===== src/dtq_pkg.sv =====
// Shared types and codes for the deadline timer queue.
package dtq_pkg;

    localparam logic [2:0] KIND_COMPARE = 3'd0;
    localparam logic [2:0] KIND_SCHEDULE = 3'd1;
    localparam logic [2:0] KIND_CANCEL = 3'd2;
    localparam logic [2:0] KIND_QUERY = 3'd3;
    localparam logic [2:0] KIND_READ_TIME = 3'd4;

    localparam logic [1:0] RES_FIRED = 2'd0;
    localparam logic [1:0] RES_COMPARE = 2'd1;
    localparam logic [1:0] RES_STATUS = 2'd2;
    localparam logic [1:0] RES_TIME = 2'd3;

    localparam logic CFG_MIN_INTERVAL = 1'b0;
    localparam logic CFG_MAX_INTERVAL = 1'b1;

    localparam logic [15:0] MIN_INTERVAL_RESET = 16'd50;
    localparam logic [15:0] MAX_INTERVAL_RESET = 16'd50000;

    typedef enum logic [2:0] {
        S_IDLE,
        S_FIRE,
        S_INSERT,
        S_SCHED,
        S_CANCEL,
        S_QUERY,
        S_TIME,
        S_CMP
    } ctrl_state_t;

    typedef enum logic [3:0] {
        OP_NONE,
        OP_ACCEPT,
        OP_FIRE,
        OP_SCHED,
        OP_CANCEL,
        OP_INS_STEP,
        OP_EMIT_CMP,
        OP_EMIT_QUERY,
        OP_EMIT_TIME
    } dp_op_t;

    typedef struct packed {
        dp_op_t op;
    } dp_cmd_t;

    typedef struct packed {
        logic entry_ok;
        logic fire_due;
        logic fire_periodic;
        logic ins_done;
        logic ins_head;
    } dp_status_t;

endpackage


===== src/dtq_ctrl.sv =====
// Sequencing state machine of the deadline timer queue.
module dtq_ctrl
    import dtq_pkg::*;
(
    input  logic       clk,
    input  logic       rst_n,
    input  logic       start,
    input  logic [2:0] kind,
    input  dp_status_t status,
    output dp_cmd_t    cmd,
    output logic       busy
);

    ctrl_state_t state_reg, state_next;
    logic        fire_ctx_reg, fire_ctx_next;

    always_ff @(posedge clk or negedge rst_n)
    begin
        if (!rst_n)
        begin
            state_reg <= S_IDLE;
            fire_ctx_reg <= 1'b0;
        end
        else
        begin
            state_reg <= state_next;
            fire_ctx_reg <= fire_ctx_next;
        end
    end

    always_comb
    begin
        state_next = state_reg;
        fire_ctx_next = fire_ctx_reg;
        cmd.op = OP_NONE;
        case (state_reg)
            S_IDLE:
            begin
                if (start)
                begin
                    cmd.op = OP_ACCEPT;
                    case (kind)
                        KIND_COMPARE: state_next = S_FIRE;
                        KIND_SCHEDULE: state_next = status.entry_ok ? S_SCHED : S_IDLE;
                        KIND_CANCEL: state_next = status.entry_ok ? S_CANCEL : S_IDLE;
                        KIND_QUERY: state_next = S_QUERY;
                        KIND_READ_TIME: state_next = S_TIME;
                        default: state_next = S_IDLE;
                    endcase
                end
            end
            S_FIRE:
            begin
                if (status.fire_due)
                begin
                    cmd.op = OP_FIRE;
                    if (status.fire_periodic)
                    begin
                        fire_ctx_next = 1'b1;
                        state_next = S_INSERT;
                    end
                end
                else
                begin
                    cmd.op = OP_EMIT_CMP;
                    state_next = S_IDLE;
                end
            end
            S_SCHED:
            begin
                cmd.op = OP_SCHED;
                fire_ctx_next = 1'b0;
                state_next = S_INSERT;
            end
            S_INSERT:
            begin
                cmd.op = OP_INS_STEP;
                if (status.ins_done)
                begin
                    if (fire_ctx_reg)
                        state_next = S_FIRE;
                    else if (status.ins_head)
                        state_next = S_CMP;
                    else
                        state_next = S_IDLE;
                end
            end
            S_CANCEL:
            begin
                cmd.op = OP_CANCEL;
                state_next = S_IDLE;
            end
            S_QUERY:
            begin
                cmd.op = OP_EMIT_QUERY;
                state_next = S_IDLE;
            end
            S_TIME:
            begin
                cmd.op = OP_EMIT_TIME;
                state_next = S_IDLE;
            end
            S_CMP:
            begin
                cmd.op = OP_EMIT_CMP;
                state_next = S_IDLE;
            end
            default:
            begin
                state_next = S_IDLE;
            end
        endcase
    end

    assign busy = (state_reg != S_IDLE);

endmodule


===== config.mk =====
export PLATFORM = sky130hd
export DESIGN_NAME = dtq_ctrl
export DESIGN_NICKNAME = d
export VERILOG_FILES = /design/src/dtq_pkg.sv /design/src/dtq_ctrl.sv
export SDC_FILE = /design/constraint.sdc
export NUM_CORES = 1
export LEC_CHECK = 0
export ABC_CLOCK_PERIOD_IN_PS = 1550
export BUFFER_PORTS_ARGS = -buffer_cell sky130_fd_sc_hd__buf_4
export CAP_MARGIN = 10
export CORE_MARGIN = 2
export CORE_UTILIZATION = 25
export CTS_BUF_LIST = sky130_fd_sc_hd__clkbuf_16
export CTS_CLUSTER_SIZE = 14
export DETAILED_ROUTE_END_ITERATION = 10
export GPL_ROUTABILITY_DRIVEN = 0
export PLACE_DENSITY = 0.54
export SYNTH_ARGS = -nofsm -noshare
export SYNTH_HDL_FRONTEND = slang
export SYNTH_SLANG_ARGS = --single-unit

===== constraint.sdc =====
create_clock -name clk -period 1.55 [get_ports clk]
set_input_delay 0.0775 -clock clk [delete_from_list [all_inputs] [get_ports clk]]
set_output_delay 0.0775 -clock clk [all_outputs]
set_load 0.005 [all_outputs]

==> key figures <==
Status
  – Outcome: finished, final reports clean

Cells and area
  – Layout cells sized above 1: a little under two fifths
  – Diode count: 0
  – # nets final: 76
  – Non-Filler Instances: 78
  – Max reg flops: 3
  – Post-layout util: 44.2%
  – Area growth syn-to-layout: 67.3%
  – Most common cell after layout, fill and taps aside: buf_4
  – Most frequent cells in the layout: 19 x buf_4, 4 x inv_1, 4 x a21oi_1, 4 x dfrtp_1

Clock tree
  – CTS sink cnt: 4
  – Worst-path clk slew: 30 ps
  – H-tree levels: 1
  – Max clock buf depth: 2
  – CTS Buf Count: 3
  – Worst-skew pair later-pin latency: 230 ps
  – Number of gates resized after cts: 0
  – CTS tree: built
  – Clock Root Buffer: clkbuf_16

Worst setup path
  – Critical Path RT: 1710 ps
  – Setup CP Type: flop to flop
  – Critical Path Source Type: flop
  – Arr. time, crit path: approximately 1600 ps
  – Crit-path max FO: 5
  – Crit path capture type: flop

STA
  – Fmax: 0.705 GHz
  – Period Utilization, post-route: 91.5%
  – Relative slew slack: 80.1%
  – RSZ-0062 raised after global routing: no
  – Final Hold Violating Endpoints: 0
  – Fin Setup TNS: 0 ps
  – Layout Skew: 3.44 ps
  – Fin crit period: 1420 ps
  – Fin. max-slew vios: 0
  – Slew @ Worst Pin: 295 ps
  – Setup-failing EPs final: 0

Power and ir drop
  – Psw: 0.000354 W
  – Clock power share: a little over a third
  – Seq pwr share: 18.2%
  – Logic pwr share: between 40% and 50%
  – LEAKAGE: 0.273 nW
  – Internal Power: 0.000774 W
  – Cell Pwr Density: 1960 mW/mm²
  – Sw Ratio: 31.4%
  – VDD IR-drop max: 0.625 mV

Die
  – Die Area: 0.00169 mm²
  – Initial Util: about a quarter
  – Chip width: between 40 and 50 µm
  – Top-level port count: 16
  – Num rows: 13
  – Core area: 0.00130 mm²
  – Die Ht: a little over 40 µm

Drt
  – Post-route antenna net violation count: 0
  – Total wire length: just under 900 µm
  – DRC viols: 0
  – DR vias: 406
  – Vias/cell: 5.21
  – DRC marker count from the first detailed-route iteration: 10
  – Count of TritonRoute iterations in the first routing pass: 4
  – DR WL/cell: approximately 11 µm

Run
  – Max Cap Viol: 0

Global routing
  – Initial antenna violation count: 0
  – Met2 Resource Use GR: 19.9%
  – Gr ovfl total: 0
  – Global-route wire length before repair: 1.39 mm
  – Vias in the first global route: 324
  – Largest net degree at the start of global routing: 8
  – M3 GR Usage: 6.52%
  – Grt met1 use: 15.9%
  – Gr usage total: ~14%
  – Busiest grt layer: met2

Synthesis
  – Post-synth top area share: 29.1%
  – Syn Area/Cell: roughly 8 µm²
  – Post-synth net total: 53
  – Syn Inst Count: 42
  – Synth area leaders: dfrtp_1 29%, a21oi_1 5.8%, mux2i_1 5.8%
  – Sequential area share after synthesis: 29.1%
  – Cell taking the most area after synthesis: dfrtp_1
  – Yosys reg bits: 4
  – Post-Syn Area: 344 µm²
  – Netlist cell types: 26
  – Ys Warns: 0

Placement
  – DPL Wire Length: between 600 and 700 µm
  – Port Buffers: 15
  – Placed Instances: 74

Min path
  – Hold Crit Class: input port to flop
[critical path, stage by stage (launching register included)]
cell and delay (ps):
dfrtp_1 410, or3_4 430, a2111oi_2 350, o31a_1 180
[routing by layer]
layer  vias to the layer above  wire [µm]  part of all wire [%]
li1                        202          -                     -
met1                       189        391                    45
met2                        13        394                    45
met3                         2         64                   7.4
met4                         0         19                   2.2
met5                         -          0                     0
[cell usage after synthesis (all sizes together)]
cell,count
buf,1
nor2b,1
and3,1
o21bai,1
nor4b,1
dfrtp,4
or3,2
nand3,1
nand2b,3
a41oi,1
inv,4
a211oi,1
nand2,2
a31oi,1
a21oi,4
clkbuf,1
o21a,1
o22ai,2
nor3,1
o31a,1
o41ai,1
nor2,3
a2111oi,1
o21ai,1
mux2i,2
[cell families after synthesis]
family / after synthesis / share of synthesized area (%)
mux: 2 / 5.82
flops: 4 / 29.1
compound gates: 15 / 31.3
simple gates: 15 / 25.1
buf+inv: 6 / 8.72
[power groups by stage]
stage	clock [W]	sequential, W	combinational (W)
4_1_cts	0.000412	0.000204	0.000522
5_1_grt	0.000414	0.000218	0.000583
3_3_place_gp	0	0.000201	0.000531
3_5_place_dp	0	0.000203	0.000517
6_report	0.000406	0.000205	0.000517
2_1_floorplan	0	0.000191	0.000319
[final cells by class]
class / count / area (µm²)
multi-input combinational: 32 / 214
tap: 15 / 18.8
clock buffer: 3 / 75.1
inverter: 4 / 15.0
fill: 129 / 726
sequential: 4 / 100
timing repair buffer: 20 / 153
[per-stage QoR]
stage / area, µm² / power (W) / worst slack [ps] / hold slack, ps
floorplan: 344 / 0.000511 / 126 / -218
global placement: 490 / 0.000731 / 166 / -122
detailed placement: 490 / 0.000720 / 134 / -123
CTS: 576 / 0.00114 / 119 / 124
global route: 576 / 0.00122 / 48.6 / 147
finish: 576 / 0.00113 / 132 / 123
[path summary, 6_finish.rpt]
kind,from,end,slack [ps],depth (start not counted)
max,state_reg[2],state_reg[0],130,3
min,status[1],state_reg[1],120,3
max reg2reg,state_reg[2],state_reg[0],130,3
min reg2reg,state_reg[1],fire_ctx_reg,540,1
max in group asynchronous,rst_n,state_reg[2],1260,2
min in group asynchronous,rst_n,fire_ctx_reg,190,2
[what timing repair did]
item                                    in CTS  in global routing
endpoints found under the setup margin       0                  0
endpoints found under the hold margin        4                  0
setup buffers                                0                  0
hold buffers                                 1                  0
Power figures use the tool's default switching activity.
